<file path="src/hdl/tcgr_pkg.sv">
// Shared types, constants and helpers for the text cursor glyph renderer.
`default_nettype none
package tcgr_pkg;

  // Field widths
  localparam int unsigned ADDR_W    = 24;
  localparam int unsigned VALUE_W   = 32;
  localparam int unsigned GLYPH_W   = 64;
  localparam int unsigned CODE_W    = 8;
  localparam int unsigned POS_W     = 8;
  localparam int unsigned PITCH_W   = 13;
  localparam int unsigned CFG_IDX_W = 2;
  localparam int unsigned CFG_DAT_W = 13;
  // Pixel row index: row (8 bits) times glyph height (at most 8)
  localparam int unsigned PIX_ROW_W = 11;

  // Defaults
  localparam int unsigned GLYPH_HEIGHT_DEF = 8;
  localparam int unsigned QUEUE_DEPTH_DEF  = 2;

  // Register reset values
  localparam logic [PITCH_W-1:0] PITCH_RST   = PITCH_W'(320);
  localparam logic [POS_W-1:0]   MAX_COL_RST = POS_W'(39);
  localparam logic [POS_W-1:0]   MAX_ROW_RST = POS_W'(24);

  // Register indexes
  localparam logic [CFG_IDX_W-1:0] REG_ROW_PITCH = CFG_IDX_W'(0);
  localparam logic [CFG_IDX_W-1:0] REG_MAX_COL   = CFG_IDX_W'(1);
  localparam logic [CFG_IDX_W-1:0] REG_MAX_ROW   = CFG_IDX_W'(2);

  // Item actions
  localparam logic ACT_PRINT      = 1'b0;
  localparam logic ACT_SET_CURSOR = 1'b1;

  // Control character codes
  localparam logic [CODE_W-1:0] CHR_NUL = CODE_W'(0);
  localparam logic [CODE_W-1:0] CHR_LF  = CODE_W'(10);
  localparam logic [CODE_W-1:0] CHR_CR  = CODE_W'(13);

  // Byte offset of the high-nibble write within a glyph row
  localparam logic [ADDR_W-1:0] HALF_OFFSET = ADDR_W'(4);

  // One glyph to draw: address of its first pixel row plus its rows
  typedef struct packed {
    logic [ADDR_W-1:0]  base_addr;
    logic [GLYPH_W-1:0] glyph;
  } job_t;

  // Widen four glyph bits into four 0xFF/0x00 pixel bytes, bit 0 in byte 0
  function automatic logic [VALUE_W-1:0] widen_nibble(input logic [3:0] nib);
    logic [VALUE_W-1:0] v;
    v = '0;
    for (int k = 0; k < 4; k++) begin
      v[8*k +: 8] = {8{nib[k]}};
    end
    return v;
  endfunction

endpackage
`default_nettype wire

</file>
<file path="src/hdl/tcgr_ifs.sv">
// Channel interfaces: input items, result words and register writes.
`default_nettype none

interface tcgr_in_if
  import tcgr_pkg::*;
  ();
  logic               valid;
  logic               ready;
  logic               action;
  logic [CODE_W-1:0]  char_code;
  logic [GLYPH_W-1:0] glyph_rows;
  logic [POS_W-1:0]   new_column;
  logic [POS_W-1:0]   new_row;

  modport source (output valid, action, char_code, glyph_rows, new_column, new_row,
                  input ready);
  modport sink (input valid, action, char_code, glyph_rows, new_column, new_row,
                output ready);
endinterface

interface tcgr_out_if
  import tcgr_pkg::*;
  ();
  logic               valid;
  logic               ready;
  logic [ADDR_W-1:0]  write_address;
  logic [VALUE_W-1:0] write_value;
  logic               last_write;

  modport source (output valid, write_address, write_value, last_write, input ready);
  modport sink (input valid, write_address, write_value, last_write, output ready);
endinterface

interface tcgr_cfg_if
  import tcgr_pkg::*;
  ();
  logic                 valid;
  logic                 ready;
  logic [CFG_IDX_W-1:0] index;
  logic [CFG_DAT_W-1:0] data;

  modport source (output valid, index, data, input ready);
  modport sink (input valid, index, data, output ready);
endinterface

`default_nettype wire

</file>
<file path="src/hdl/tcgr_front.sv">
// Front end: registers, cursor state, item classification and job address.
`default_nettype none
module tcgr_front
  import tcgr_pkg::*;
#(
  parameter int unsigned GLYPH_HEIGHT = GLYPH_HEIGHT_DEF
) (
  input  wire logic        clk,
  input  wire logic        rst_n,
  tcgr_in_if.sink          in_ch,
  tcgr_cfg_if.sink         cfg_ch,
  output logic             push_valid,
  input  wire logic        push_ready,
  output job_t             push_job,
  output logic [PITCH_W-1:0] pitch
);

  logic [PITCH_W-1:0]  pitch_r;
  logic [POS_W-1:0]    max_col_r, max_row_r;
  logic [POS_W-1:0]    col_r, col_nxt;
  logic [POS_W-1:0]    row_r, row_nxt;
  logic [POS_W-1:0]    row_adv;
  logic [PIX_ROW_W-1:0] pix_row;
  logic [ADDR_W-1:0]   row_off;
  logic [ADDR_W-1:0]   col_off;
  logic                accept;
  logic                printable;

  assign in_ch.ready  = push_ready;
  assign cfg_ch.ready = 1'b1;
  assign pitch        = pitch_r;

  // Register writes
  always_ff @(posedge clk) begin
    if (!rst_n) begin
      pitch_r   <= PITCH_RST;
      max_col_r <= MAX_COL_RST;
      max_row_r <= MAX_ROW_RST;
    end else if (cfg_ch.valid) begin
      case (cfg_ch.index)
        REG_ROW_PITCH: pitch_r   <= cfg_ch.data;
        REG_MAX_COL:   max_col_r <= cfg_ch.data[POS_W-1:0];
        REG_MAX_ROW:   max_row_r <= cfg_ch.data[POS_W-1:0];
        default: ;
      endcase
    end
  end

  // Classify the item and work out the next cursor
  always_comb begin
    accept    = in_ch.valid && push_ready;
    printable = (in_ch.action == ACT_PRINT) && (in_ch.char_code != CHR_NUL) &&
                (in_ch.char_code != CHR_LF) && (in_ch.char_code != CHR_CR);
    row_adv   = (row_r >= max_row_r) ? '0 : row_r + POS_W'(1);
    col_nxt   = col_r;
    row_nxt   = row_r;
    if (accept) begin
      if (in_ch.action == ACT_SET_CURSOR) begin
        col_nxt = in_ch.new_column;
        row_nxt = in_ch.new_row;
      end else if (in_ch.char_code == CHR_LF) begin
        col_nxt = '0;
        row_nxt = row_adv;
      end else if (in_ch.char_code == CHR_CR) begin
        col_nxt = '0;
      end else if (printable) begin
        if (col_r >= max_col_r) begin
          col_nxt = '0;
          row_nxt = row_adv;
        end else begin
          col_nxt = col_r + POS_W'(1);
        end
      end
    end
  end

  // Cursor registers
  always_ff @(posedge clk) begin
    if (!rst_n) begin
      col_r <= '0;
      row_r <= '0;
    end else begin
      col_r <= col_nxt;
      row_r <= row_nxt;
    end
  end

  // First pixel byte of the cell: column*8 + row*height*pitch
  always_comb begin
    pix_row = PIX_ROW_W'(row_r) * PIX_ROW_W'(GLYPH_HEIGHT);
    row_off = ADDR_W'(pix_row) * ADDR_W'(pitch_r);
    col_off = ADDR_W'({col_r, 3'b000});
  end

  assign push_valid         = in_ch.valid && printable;
  assign push_job.base_addr = col_off + row_off;
  assign push_job.glyph     = in_ch.glyph_rows;

endmodule
`default_nettype wire

</file>
<file path="src/hdl/tcgr_queue.sv">
// Short job queue between the front end and the write generator.
`default_nettype none
module tcgr_queue
  import tcgr_pkg::*;
#(
  parameter int unsigned DEPTH = QUEUE_DEPTH_DEF
) (
  input  wire logic clk,
  input  wire logic rst_n,
  input  wire logic push_valid,
  output logic      push_ready,
  input  wire job_t push_job,
  output logic      pop_valid,
  input  wire logic pop_ready,
  output job_t      pop_job
);

  localparam int unsigned PTR_W = (DEPTH > 1) ? $clog2(DEPTH) : 1;
  localparam int unsigned CNT_W = $clog2(DEPTH + 1);

  job_t             mem_r [DEPTH];
  logic [PTR_W-1:0] wr_ptr_r, rd_ptr_r;
  logic [CNT_W-1:0] count_r;
  logic             do_push, do_pop;

  assign push_ready = (count_r != CNT_W'(DEPTH));
  assign pop_valid  = (count_r != '0);
  assign pop_job    = mem_r[rd_ptr_r];
  assign do_push    = push_valid && push_ready;
  assign do_pop     = pop_valid && pop_ready;

  // Entry storage
  always_ff @(posedge clk) begin
    if (do_push) begin
      mem_r[wr_ptr_r] <= push_job;
    end
  end

  // Pointers and fill count
  always_ff @(posedge clk) begin
    if (!rst_n) begin
      wr_ptr_r <= '0;
      rd_ptr_r <= '0;
      count_r  <= '0;
    end else begin
      if (do_push) begin
        wr_ptr_r <= (wr_ptr_r == PTR_W'(DEPTH - 1)) ? '0 : wr_ptr_r + PTR_W'(1);
      end
      if (do_pop) begin
        rd_ptr_r <= (rd_ptr_r == PTR_W'(DEPTH - 1)) ? '0 : rd_ptr_r + PTR_W'(1);
      end
      case ({do_push, do_pop})
        2'b10:   count_r <= count_r + CNT_W'(1);
        2'b01:   count_r <= count_r - CNT_W'(1);
        default: count_r <= count_r;
      endcase
    end
  end

endmodule
`default_nettype wire

</file>
<file path="src/hdl/tcgr_back.sv">
// Write generator: turns one glyph job into two words per glyph row.
`default_nettype none
module tcgr_back
  import tcgr_pkg::*;
#(
  parameter int unsigned GLYPH_HEIGHT = GLYPH_HEIGHT_DEF
) (
  input  wire logic               clk,
  input  wire logic               rst_n,
  input  wire logic               pop_valid,
  output logic                    pop_ready,
  input  wire job_t               pop_job,
  input  wire logic [PITCH_W-1:0] pitch,
  tcgr_out_if.source              out_ch
);

  localparam int unsigned CNT_W = (GLYPH_HEIGHT > 1) ? $clog2(GLYPH_HEIGHT) : 1;

  logic               busy_r, busy_nxt;
  logic [ADDR_W-1:0]  row_addr_r, row_addr_nxt;
  logic [GLYPH_W-1:0] glyph_r, glyph_nxt;
  logic               half_r, half_nxt;
  logic [CNT_W-1:0]   row_cnt_r, row_cnt_nxt;
  logic               out_valid_r, out_valid_nxt;
  logic [ADDR_W-1:0]  out_addr_r, out_addr_nxt;
  logic [VALUE_W-1:0] out_value_r, out_value_nxt;
  logic               out_last_r, out_last_nxt;
  logic               emit, final_word;

  // Step through the words of the current job
  always_comb begin
    emit          = busy_r && (!out_valid_r || out_ch.ready);
    final_word    = half_r && (row_cnt_r == CNT_W'(GLYPH_HEIGHT - 1));
    pop_ready     = !busy_r || (emit && final_word);
    busy_nxt      = busy_r;
    row_addr_nxt  = row_addr_r;
    glyph_nxt     = glyph_r;
    half_nxt      = half_r;
    row_cnt_nxt   = row_cnt_r;
    out_valid_nxt = out_valid_r && !out_ch.ready;
    out_addr_nxt  = out_addr_r;
    out_value_nxt = out_value_r;
    out_last_nxt  = out_last_r;

    if (emit) begin
      out_valid_nxt = 1'b1;
      out_last_nxt  = final_word;
      if (half_r) begin
        out_addr_nxt  = row_addr_r + HALF_OFFSET;
        out_value_nxt = widen_nibble(glyph_r[7:4]);
        row_addr_nxt  = row_addr_r + ADDR_W'(pitch);
        glyph_nxt     = {8'h00, glyph_r[GLYPH_W-1:8]};
        row_cnt_nxt   = row_cnt_r + CNT_W'(1);
        half_nxt      = 1'b0;
        if (final_word) begin
          busy_nxt = 1'b0;
        end
      end else begin
        out_addr_nxt  = row_addr_r;
        out_value_nxt = widen_nibble(glyph_r[3:0]);
        half_nxt      = 1'b1;
      end
    end

    // Take the next job as soon as the current one is done
    if (pop_ready && pop_valid) begin
      busy_nxt     = 1'b1;
      row_addr_nxt = pop_job.base_addr;
      glyph_nxt    = pop_job.glyph;
      half_nxt     = 1'b0;
      row_cnt_nxt  = '0;
    end
  end

  // Control registers
  always_ff @(posedge clk) begin
    if (!rst_n) begin
      busy_r      <= 1'b0;
      out_valid_r <= 1'b0;
      half_r      <= 1'b0;
      row_cnt_r   <= '0;
    end else begin
      busy_r      <= busy_nxt;
      out_valid_r <= out_valid_nxt;
      half_r      <= half_nxt;
      row_cnt_r   <= row_cnt_nxt;
    end
  end

  // Payload registers
  always_ff @(posedge clk) begin
    row_addr_r  <= row_addr_nxt;
    glyph_r     <= glyph_nxt;
    out_addr_r  <= out_addr_nxt;
    out_value_r <= out_value_nxt;
    out_last_r  <= out_last_nxt;
  end

  assign out_ch.valid         = out_valid_r;
  assign out_ch.write_address = out_addr_r;
  assign out_ch.write_value   = out_value_r;
  assign out_ch.last_write    = out_last_r;

endmodule
`default_nettype wire

</file>
<file path="src/hdl/text_cursor_glyph_renderer.sv">
// Top level of the text cursor glyph renderer.
// Text-mode renderer with a character cursor. Each printable character
// produces 2*GLYPH_HEIGHT 32-bit frame-buffer writes (16 by default), one
// per cycle on out_ch unless the sink stalls, low nibble of each glyph
// row first; last_write marks the final word. The write generator sets
// the rate and leaves no gap between characters while jobs are queued.
// Set-cursor items and the control codes (newline, carriage return, zero)
// produce no writes; they pass the front end while the previous character
// is still being drawn, as long as the job queue has a free slot.
// Registers: index 0 row pitch in bytes, 1 last column, 2 last row; write
// them only while idle.
`default_nettype none
module text_cursor_glyph_renderer
  import tcgr_pkg::*;
#(
  parameter int unsigned GLYPH_HEIGHT = GLYPH_HEIGHT_DEF,
  parameter int unsigned QUEUE_DEPTH  = QUEUE_DEPTH_DEF
) (
  input  wire logic  clk,
  input  wire logic  rst_n,
  tcgr_in_if.sink    in_ch,
  tcgr_cfg_if.sink   cfg_ch,
  tcgr_out_if.source out_ch
);

  logic               push_valid, push_ready;
  job_t               push_job;
  logic               pop_valid, pop_ready;
  job_t               pop_job;
  logic [PITCH_W-1:0] pitch;

  // Cursor, registers and classification
  tcgr_front #(
    .GLYPH_HEIGHT(GLYPH_HEIGHT)
  ) u_front (
    .clk       (clk),
    .rst_n     (rst_n),
    .in_ch     (in_ch),
    .cfg_ch    (cfg_ch),
    .push_valid(push_valid),
    .push_ready(push_ready),
    .push_job  (push_job),
    .pitch     (pitch)
  );

  // Job queue
  tcgr_queue #(
    .DEPTH(QUEUE_DEPTH)
  ) u_queue (
    .clk       (clk),
    .rst_n     (rst_n),
    .push_valid(push_valid),
    .push_ready(push_ready),
    .push_job  (push_job),
    .pop_valid (pop_valid),
    .pop_ready (pop_ready),
    .pop_job   (pop_job)
  );

  // Write generation
  tcgr_back #(
    .GLYPH_HEIGHT(GLYPH_HEIGHT)
  ) u_back (
    .clk      (clk),
    .rst_n    (rst_n),
    .pop_valid(pop_valid),
    .pop_ready(pop_ready),
    .pop_job  (pop_job),
    .pitch    (pitch),
    .out_ch   (out_ch)
  );

endmodule
`default_nettype wire

</file>
<file path="src/flat_wrapper.sv">
// flat-port wrapper written by rule: the top's interface ports become plain ports
module text_cursor_glyph_renderer_flat import tcgr_pkg::*;
#(
  parameter int unsigned GLYPH_HEIGHT = GLYPH_HEIGHT_DEF,
  parameter int unsigned QUEUE_DEPTH  = QUEUE_DEPTH_DEF
)
  (clk, rst_n, in_ch_valid, in_ch_action, in_ch_char_code, in_ch_glyph_rows, in_ch_new_column, in_ch_new_row, in_ch_ready, cfg_ch_valid, cfg_ch_index, cfg_ch_data, cfg_ch_ready, out_ch_valid, out_ch_write_address, out_ch_write_value, out_ch_last_write, out_ch_ready);
  tcgr_in_if in_ch_i ();
  tcgr_cfg_if cfg_ch_i ();
  tcgr_out_if out_ch_i ();
  input  wire logic clk;
  input  wire logic rst_n;
  input wire logic [$bits(in_ch_i.valid)-1:0] in_ch_valid;
  input wire logic [$bits(in_ch_i.action)-1:0] in_ch_action;
  input wire logic [$bits(in_ch_i.char_code)-1:0] in_ch_char_code;
  input wire logic [$bits(in_ch_i.glyph_rows)-1:0] in_ch_glyph_rows;
  input wire logic [$bits(in_ch_i.new_column)-1:0] in_ch_new_column;
  input wire logic [$bits(in_ch_i.new_row)-1:0] in_ch_new_row;
  output wire logic [$bits(in_ch_i.ready)-1:0] in_ch_ready;
  input wire logic [$bits(cfg_ch_i.valid)-1:0] cfg_ch_valid;
  input wire logic [$bits(cfg_ch_i.index)-1:0] cfg_ch_index;
  input wire logic [$bits(cfg_ch_i.data)-1:0] cfg_ch_data;
  output wire logic [$bits(cfg_ch_i.ready)-1:0] cfg_ch_ready;
  output wire logic [$bits(out_ch_i.valid)-1:0] out_ch_valid;
  output wire logic [$bits(out_ch_i.write_address)-1:0] out_ch_write_address;
  output wire logic [$bits(out_ch_i.write_value)-1:0] out_ch_write_value;
  output wire logic [$bits(out_ch_i.last_write)-1:0] out_ch_last_write;
  input wire logic [$bits(out_ch_i.ready)-1:0] out_ch_ready;
  assign in_ch_i.valid = in_ch_valid;
  assign in_ch_i.action = in_ch_action;
  assign in_ch_i.char_code = in_ch_char_code;
  assign in_ch_i.glyph_rows = in_ch_glyph_rows;
  assign in_ch_i.new_column = in_ch_new_column;
  assign in_ch_i.new_row = in_ch_new_row;
  assign in_ch_ready = in_ch_i.ready;
  assign cfg_ch_i.valid = cfg_ch_valid;
  assign cfg_ch_i.index = cfg_ch_index;
  assign cfg_ch_i.data = cfg_ch_data;
  assign cfg_ch_ready = cfg_ch_i.ready;
  assign out_ch_valid = out_ch_i.valid;
  assign out_ch_write_address = out_ch_i.write_address;
  assign out_ch_write_value = out_ch_i.write_value;
  assign out_ch_last_write = out_ch_i.last_write;
  assign out_ch_i.ready = out_ch_ready;
  text_cursor_glyph_renderer #(.GLYPH_HEIGHT(GLYPH_HEIGHT), .QUEUE_DEPTH(QUEUE_DEPTH)) u_core (.clk(clk), .rst_n(rst_n), .in_ch(in_ch_i), .cfg_ch(cfg_ch_i), .out_ch(out_ch_i));
endmodule
</file>
<file path="config.mk">
export PLATFORM = sky130hd
export DESIGN_NAME = text_cursor_glyph_renderer_flat
export DESIGN_NICKNAME = d
export VERILOG_FILES = /design/src/hdl/tcgr_pkg.sv /design/src/hdl/tcgr_ifs.sv /design/src/hdl/tcgr_front.sv /design/src/hdl/tcgr_queue.sv /design/src/hdl/tcgr_back.sv /design/src/hdl/text_cursor_glyph_renderer.sv /design/src/flat_wrapper.sv
export SDC_FILE = /design/constraint.sdc
export NUM_CORES = 1
export LEC_CHECK = 0
export BUFFER_PORTS_ARGS = -buffer_cell sky130_fd_sc_hd__buf_2
export CAP_MARGIN = 25
export CORE_ASPECT_RATIO = 0.75
export CORE_MARGIN = 1
export CORE_UTILIZATION = 30
export DETAILED_ROUTE_END_ITERATION = 8
export PLACE_DENSITY = 0.55
export SKIP_LAST_GASP = 1
export SYNTH_ARGS = -nofsm -noshare
export SYNTH_HDL_FRONTEND = slang
export SYNTH_SLANG_ARGS = --single-unit
</file>
<file path="constraint.sdc">
create_clock -name clk -period 5.74 [get_ports clk]
set_clock_uncertainty 0.15 [all_clocks]
set_input_delay 0.574 -clock clk [delete_from_list [all_inputs] [get_ports clk]]
set_output_delay 0.574 -clock clk [all_outputs]
set_load 0.02 [all_outputs]
</file>
==> results of run 1 <==
==> power by group through the flow <==
stage	Combinational [mW]	Clock [mW]	Sequential [mW]
2_1_floorplan	1.99	0	4.02
3_3_place_gp	2.77	0	4.07
3_5_place_dp	2.79	0	4.08
4_1_cts	2.85	2.64	4.03
5_1_grt	3.23	2.73	4.11
6_report	2.88	2.56	4.03
==> per-layer routing <==
| metal | wire, um | vias to the layer above | GRT usage (%) |
|---|---|---|---|
| li1 | - | 5958 | - |
| met1 | 21400 | 6069 | 19.9 |
| met2 | 19500 | 250 | 21.6 |
| met3 | 2130 | 54 | 3.16 |
| met4 | 805 | 0 | 3.51 |
| met5 | 0 | - | 0 |
==> worst max path at each step <==
stage	startpoint	to	slack, ps
6_report	u_core.u_front.row_r[2]	u_core.u_queue.mem_r[0][84]	80
2_1_floorplan	u_core.u_front.row_r[7]	u_core.u_queue.mem_r[0][84]	2
5_1_grt	u_core.u_front.row_r[2]	u_core.u_queue.mem_r[0][84]	-100
4_1_cts	u_core.u_front.row_r[2]	u_core.u_queue.mem_r[0][84]	50
3_5_place_dp	u_core.u_front.pitch[6]	u_core.u_queue.mem_r[0][84]	-160
3_3_place_gp	u_core.u_front.row_r[3]	u_core.u_queue.mem_r[1][84]	-40
==> area by class of cell <==
class	instances	area (sq um)	area share (%)
inverters	124	465	2.07
flip-flops and latches	343	9780	43.5
multi-input cells	1027	8330	37.0
clock inverters	30	333	1.48
repair buffers	258	1580	7.04
well taps	800	1000	4.45
clock buffers	42	987	4.39
==> kinds of logic (layout without fill, tap and decap cells) <==
family	count (synthesis)	count (layout)	synth area share, %
AOI/OAI and AO/OA	266	266	9.08
xor gates and xnor gates	78	78	3.67
adders and majority gates	152	152	12.9
buffers and inverters	213	454	4.97
DFF	343	343	52.3
muxes	97	97	5.26
other	1	1	0.0201
and+or+nand+nor	433	433	11.8
==> per-stage QoR <==
step / hold slack [ps] / instance area (sq um) / power (mW)
floorplan: 283 / 18700 / 6.02
global placement: 323 / 20700 / 6.84
detailed placement: 322 / 20700 / 6.87
CTS: 14.5 / 22200 / 9.52
global route: 12.2 / 22500 / 10.1
finish: 44.9 / 22500 / 9.47
==> synth_stat cells (all sizes together) (6+ instances only) <==
| cell | n |
|---|---|
| edfxtp | 287 |
| nand2 | 161 |
| inv | 124 |
| o21ai | 103 |
| mux2i | 90 |
| and2 | 87 |
| ha | 84 |
| fa | 68 |
| dfxtp | 56 |
| nor2 | 55 |
| clkbuf | 50 |
| xnor2 | 49 |
| a21oi | 48 |
| buf | 39 |
| nor2b | 29 |
| xor2 | 29 |
| nand3 | 25 |
| a211oi | 19 |
| a21o | 18 |
| a21boi | 14 |
| o21a | 12 |
| nand2b | 10 |
| and3 | 9 |
| nand4 | 9 |
| o211ai | 9 |
| a31oi | 8 |
| nor3 | 8 |
| mux2 | 7 |
| nor3b | 7 |
| nand3b | 6 |
| or3 | 6 |
==> timing repair <==
action,4_1_cts,5_1_grt
setup endpoints to repair,4,10
buffers inserted,5,8
pin swaps,15,52
hold buffers,0,0
hold endpoints to repair,0,0
resized for setup,32,57
==> flip-flops by register name (all words and copies together), names as in the netlist, 8 cells and up, named ones only <==
name	count
u_core.u_back.glyph_r	64
u_core.u_back.out_ch.write_address	24
u_core.u_back.row_addr_r	24
u_core.u_front.col_r	8
u_core.u_front.max_col_r	8
u_core.u_front.max_row_r	8
u_core.u_front.pitch	13
u_core.u_front.row_r	8
u_core.u_queue.mem_r	170
==> cell usage in the layout (no fill, tap or decap), drive strengths merged, types with 4 or more instances in the layout <==
master  synthesis  routed
and4            4       4
buf            39     258
a21oi          48      48
edfxtp        287     287
mux2            7       7
o21a           12      12
and2           87      87
a31oi           8       8
nor3            8       8
nand2         161     161
xor2           29      29
clkinv          0      19
nor4            4       4
bufinv          0       5
ha             84      84
a211oi         19      19
o211ai          9       9
o21ai         103     103
o211a           4       4
inv           124     127
dfxtp          56      56
nand2b         10      10
nand3b          6       6
nand4           9       9
mux2i          90      90
a22oi           4       4
nor2b          29      29
or3             6       6
a21o           18      18
a21boi         14      14
xnor2          49      49
nor3b           7       7
clkbuf         50      42
nor2           55      55
fa             68      68
or2             4       4
and3            9       9
nand3          25      25
==> flow_metrics.py, run 1 <==
metrics = {
    "sta": {
        "period_share_pct": 98.7,
        "tightest_slew_ps": 955,
        "setup_violations": 0,
        "min_period_ps": 5660,
        "hold_viol": 0,
        "setup_slack_ps": 75.8,
        "fmax_mhz": 177,
        "setup_tns_ps": 0,
        "rsz0062_at_grt": "true",
        "maxSlewViolCount": 0,
        "relSlewSlack_pct": 36.4,
    },
    "floorplan": {
        "die_area_sq_um": 63100,
        "core_sq_um": 60900,
        "ios": 169,
        "rows": 78,
        "fp.dieW_um": 290,
        "start_util_pct": 30.6,
        "die_y_um": 218,
    },
    "placed_design": {
        "dpl.hpwl_um": 30600,
        "dpl_worst_slack_ps": -162,
        "dpl.cell_count": 2539,
        "portBuffers": 167,
        "gp_congestion": 0.836,
    },
    "clock_network": {
        "cts.clk_slew.worst_paths_ps": 60,
        "clock_latency_ps": 570,
        "cts_buffers": 39,
        "cts.sinks": 343,
        "htreeDepth": 2,
        "cts-root-buf": "clkbuf_16",
        "tritoncts": "done",
        "clk_path_buf_depth": 3,
    },
    "synth": {
        "synth_top_area_share_pct": 46.2,
        "syn_area_sq_um": 18600,
        "synth.distinct_cells": 71,
        "syn_inst": 1583,
        "synth-async-reset-ratio_pct": 0,
        "synth-warning-count": 0,
        "seq_area_frac_synth_pct": 52.3,
        "synth_fp_nets": 1844,
        "synthTopCellsByArea": "edfxtp_1, fa_1, dfxtp_1, ha_1, mux2i_1",
        "yosys.area.top_type": "edfxtp_1",
        "synth.avg_cell_area_sq_um": 11.8,
        "ys_seq_elements": 343,
        "synth_ff_type": "edfxtp_1",
        "synth-edff-count": 287,
    },
    "setup_path": {
        "critPathSlowestCell": "fa_1",
        "cp-start-kind": "register",
        "rr_worst_depth": 19,
        "critPathMaxFanout": 6,
        "worstReg2RegEnd": "u_core.u_queue.mem_r[0][84]",
        "path_buf_inv": 4,
        "end_kind": "register",
        "crit_required_ps": 5900,
        "r2r_slack_ps": 80,
        "max_stage_delay_ps": 560,
        "cp_common_cell": "fa_1",
        "crit_path_cell_trace": "buf_6, and2_4, fa_2, fa_1, fa_1, inv_1, fa_1, inv_2, ha_4, buf_4, o21ai_2, or4b_4, o2111ai_4, nor3b_4, nand4_4, nor4_4, mux2_4, a2111oi_4, xnor2_1",
        "cp_data_arrival_time_ps": 5820,
        "crit_family": "adder cells",
        "critical_path_depth": 19,
        "timing.rr.start": "u_core.u_front.row_r[2]",
        "critPathKind": "register to register",
    },
    "power": {
        "swShare_pct": 34.4,
        "powerDensity_nw_per_um2": 421,
        "power_frac_seq_pct": 42.5,
        "intPower_mw": 6.21,
        "leakage_nw": 8.97,
        "vdd_drop_max_mv": 0.222,
        "combPwrFrac_pct": 30.4,
        "switching_power_mw": 3.26,
        "clkPwrFrac_pct": 27.0,
    },
    "worst_hold_path": {
        "hold_path_class": "primary input to register",
        "worstHoldEndpoint": "u_core.u_queue.mem_r[1][46]",
        "holdPathStages": 1,
        "hold_start": "in_ch_glyph_rows[46]",
    },
    "layout": {
        "final_layout_size_suffix_gt1_share_pct": 22.6,
        "nNetsFinal": 2054,
        "instances_no_fill": 2624,
        "area_growth_pct": 20.6,
        "final_core_util_pct": 36.9,
        "fillers": 5964,
        "diodes": 0,
    },
    "detailed_routing": {
        "dr.pass1.iters": 5,
        "ant_nets": 0,
        "via_per_inst": 4.70,
        "drtIter0Drc": 661,
        "vias": 12300,
        "drt-wirelength-per-cell_um": 16.7,
        "drc": 0,
        "wirelength_um": 43800,
    },
    "global_routing": {
        "overflow": 0,
        "grt_usage_pct": 14.0,
        "grt_pass1_wl_um": 69300,
        "antenna_found_initial": 0,
        "grt_max_degree": 98,
        "grt_pass1_vias": 12400,
    },
    "job": {
        "cap_violations": 0,
    },
    "run_status": {
        "status": "completed",
    },
}
Power figures use the tool's default switching activity.
==> run 2, diff against run 1 <==
CORE_UTILIZATION = 46   (was 30)
CTS_CLUSTER_DIAMETER = 200   (was not set)
PLACE_DENSITY = 0.71   (was 0.55)
clock period = 5.9 ns   (was 5.74 ns; I/O delays follow)
==> run 2 against run 1 <==
  * Wire length decreased by 7.0%
  * Core utilization grew 18 points
  * Flip-flop and latch count unchanged
  * Via count shrank 0.97%
  * Sequential share of layout area up 1.6 points
  * Critical endpoint is now u_core.u_queue.mem_r[1][84]
  * Highest routed layer is now met5
==> flow_metrics.py, run 2 (synthesis results as in run 1) <==
metrics = {
    "layout": {
        "final_cell_mix": "edfxtp_1, buf_2, nand2_1, inv_1, o21ai_0",
        "fillers": 3339,
        "layout_commonest_cell": "edfxtp_1",
        "final_layout_size_suffix_gt1_share_pct": 19.3,
        "ff_latch_area_sq_um": 9770,
        "largest_reg_flops": 170,
        "regMostFlops": "u_core.u_queue.mem_r",
        "nNetsFinal": 2017,
        "multi_input_area_sq_um": 8160,
        "area_growth_pct": 16.1,
        "reg_top3": "u_core.u_queue.mem_r: 170 flops, u_core.u_back.glyph_r: 64 flops",
    },
    "sta": {
        "maxSlewViolCount": 0,
        "fmax_mhz": 175,
        "setup_violations": 0,
        "period_share_pct": 96.6,
        "min_period_ps": 5700,
        "tightest_slew_ps": 980,
        "hold_viol": 0,
        "relSlewSlack_pct": 34.5,
        "hold_ws_ps": 98.9,
    },
    "floorplan": {
        "die_y_um": 176,
        "fp.dieW_um": 234,
        "core_sq_um": 39700,
        "die_area_sq_um": 41300,
        "start_util_pct": 46.9,
        "ios": 169,
        "rows": 63,
    },
    "detailed_routing": {
        "ant_nets": 0,
        "drt-wirelength-per-cell_um": 17.7,
        "via_per_inst": 5.30,
        "dr.pass1.iters": 7,
        "drtIter0Drc": 973,
        "wirelength_um": 40700,
        "vias": 12200,
        "drc": 0,
    },
    "placed_design": {
        "portBuffers": 167,
        "gp_congestion": 0.864,
        "dpl.hpwl_um": 28600,
    },
    "clock_network": {
        "clock_latency_ps": 530,
        "htreeDepth": 2,
        "cts-root-buf": "clkbuf_16",
        "cts.sinks": 343,
        "cts_buffers": 37,
        "tritoncts": "done",
        "ctsHoldBuffers": 0,
        "clk_path_buf_depth": 3,
        "cts.clk_slew.worst_paths_ps": 70,
    },
    "global_routing": {
        "overflow": 0,
        "antenna_found_initial": 1,
        "grt_pass1_vias": 12100,
        "grt_pass1_wl_um": 64800,
        "grt_max_degree": 96,
        "grt_usage_pct": 20.0,
    },
    "setup_path": {
        "critPathMaxFanout": 6,
        "end_kind": "register",
        "path_buf_inv": 3,
        "cp_common_cell": "fa_1",
        "critPathSlowestCell": "fa_1",
        "critPathKind": "register to register",
        "cp-start-kind": "register",
        "crit_required_ps": 6010,
        "max_stage_delay_ps": 550,
        "crit_family": "adder cells",
        "crit_path_cell_trace": "nand2_1, fa_1, fa_1, inv_1, fa_1, inv_1, fa_1, inv_1, ha_4, o21ai_2, or4b_4, o2111ai_2, nor3b_4, nand4_4, nor4_4, mux2_4, a2111oi_4, xnor2_1",
        "cp_data_arrival_time_ps": 5810,
    },
    "run_status": {
        "status": "completed",
    },
    "power": {
        "leakage_nw": 8.78,
        "powerDensity_nw_per_um2": 419,
        "finalPower_mw": 9.06,
        "vdd_drop_max_mv": 0.270,
    },
    "worst_hold_path": {
        "hold_path_class": "primary input to register",
    },
    "job": {
        "cap_violations": 0,
    },
}
run 2: cell count changes in the layout (fill, tap and decap cells not counted), sizes merged:
cell      before  now
buf          258  223
bufinv         5    6
clkbuf        42   51
clkinv        19    5
clkinvlp       3    1
diode          0    1
inv          127  129
run 2: stage by stage:
stage / setup TNS [ps] / utilization (%) / setup slack (ps) / cells / area, sq um
after floorplan: 0 / - / 1.27 / 1583 / 18600
after global placement: 0 / 50.6 / 18.1 / 2234 / 20100
after detailed placement: -335 / 50.6 / -166 / 2234 / 20100
after CTS: 0 / 54.0 / 4.73 / 2302 / 21400
after global routing: -95.1 / 54.5 / -47.6 / 2305 / 21600
final: 0 / 54.5 / 202 / 2306 / 21600
run 2: final timing paths:
| path | cells after the start | start | slack, ps | endpoint |
|---|---|---|---|---|
| hold reg to reg | 0 | u_core.u_back.row_addr_r[0] | 340 | u_core.u_back.out_ch.write_address[0] |
| setup reg to reg | 18 | u_core.u_front.row_r[5] | 200 | u_core.u_queue.mem_r[1][84] |
| hold / removal | 1 | in_ch_glyph_rows[0] | 100 | u_core.u_queue.mem_r[1][0] |
| setup / recovery | 18 | u_core.u_front.row_r[5] | 200 | u_core.u_queue.mem_r[1][84] |
run 2: worst register-to-register path: stages (launching register included):
cell and delay (ps):
dfxtp_4 390, nand2_1 80, fa_1 510, fa_1 550, inv_1 60, fa_1 550, inv_1 60, fa_1 530
inv_1 60, ha_4 270, o21ai_2 60, or4b_4 480, o2111ai_2 110, nor3b_4 300, nand4_4 160, nor4_4 310
mux2_4 350, a2111oi_4 320, xnor2_1 130
run 2: metal layers:
layer / global-route usage, % / vias to the layer above / part of all wire [%]
met3: 3.50 / 63 / 5.2
met4: 4.95 / 2 / 2.0
met1: 29.1 / 5960 / 48
met5: 0 / - / 0.042
met2: 31.0 / 295 / 45
li1: - / 5892 / -
run 2: area by class of cell:
type	instances	share of cell area [%]
diodes	1	0.0116
clock buffers	51	4.81
clock inverters	17	1.17
inverters	124	2.15
multi-input cells	1027	37.7
flip-flops and latches	343	45.1
well taps	520	3.01
repair buffers	223	5.99
run 2: where the power goes:
group	internal, mW	total (mW)	leakage, nW	switching, mW
Clock	1.51	2.48	0.627	0.969
Combinational	0.991	2.68	5.03	1.69
Sequential	3.54	3.90	3.12	0.361
Total	6.04	9.06	8.78	3.02
run 2: repair_timing:
item | 4_1_cts | 5_1_grt
buffers inserted | 0 | 2
endpoints found under the setup margin | 4 | 10
pin swaps | 2 | 14
resized for setup | 11 | 38
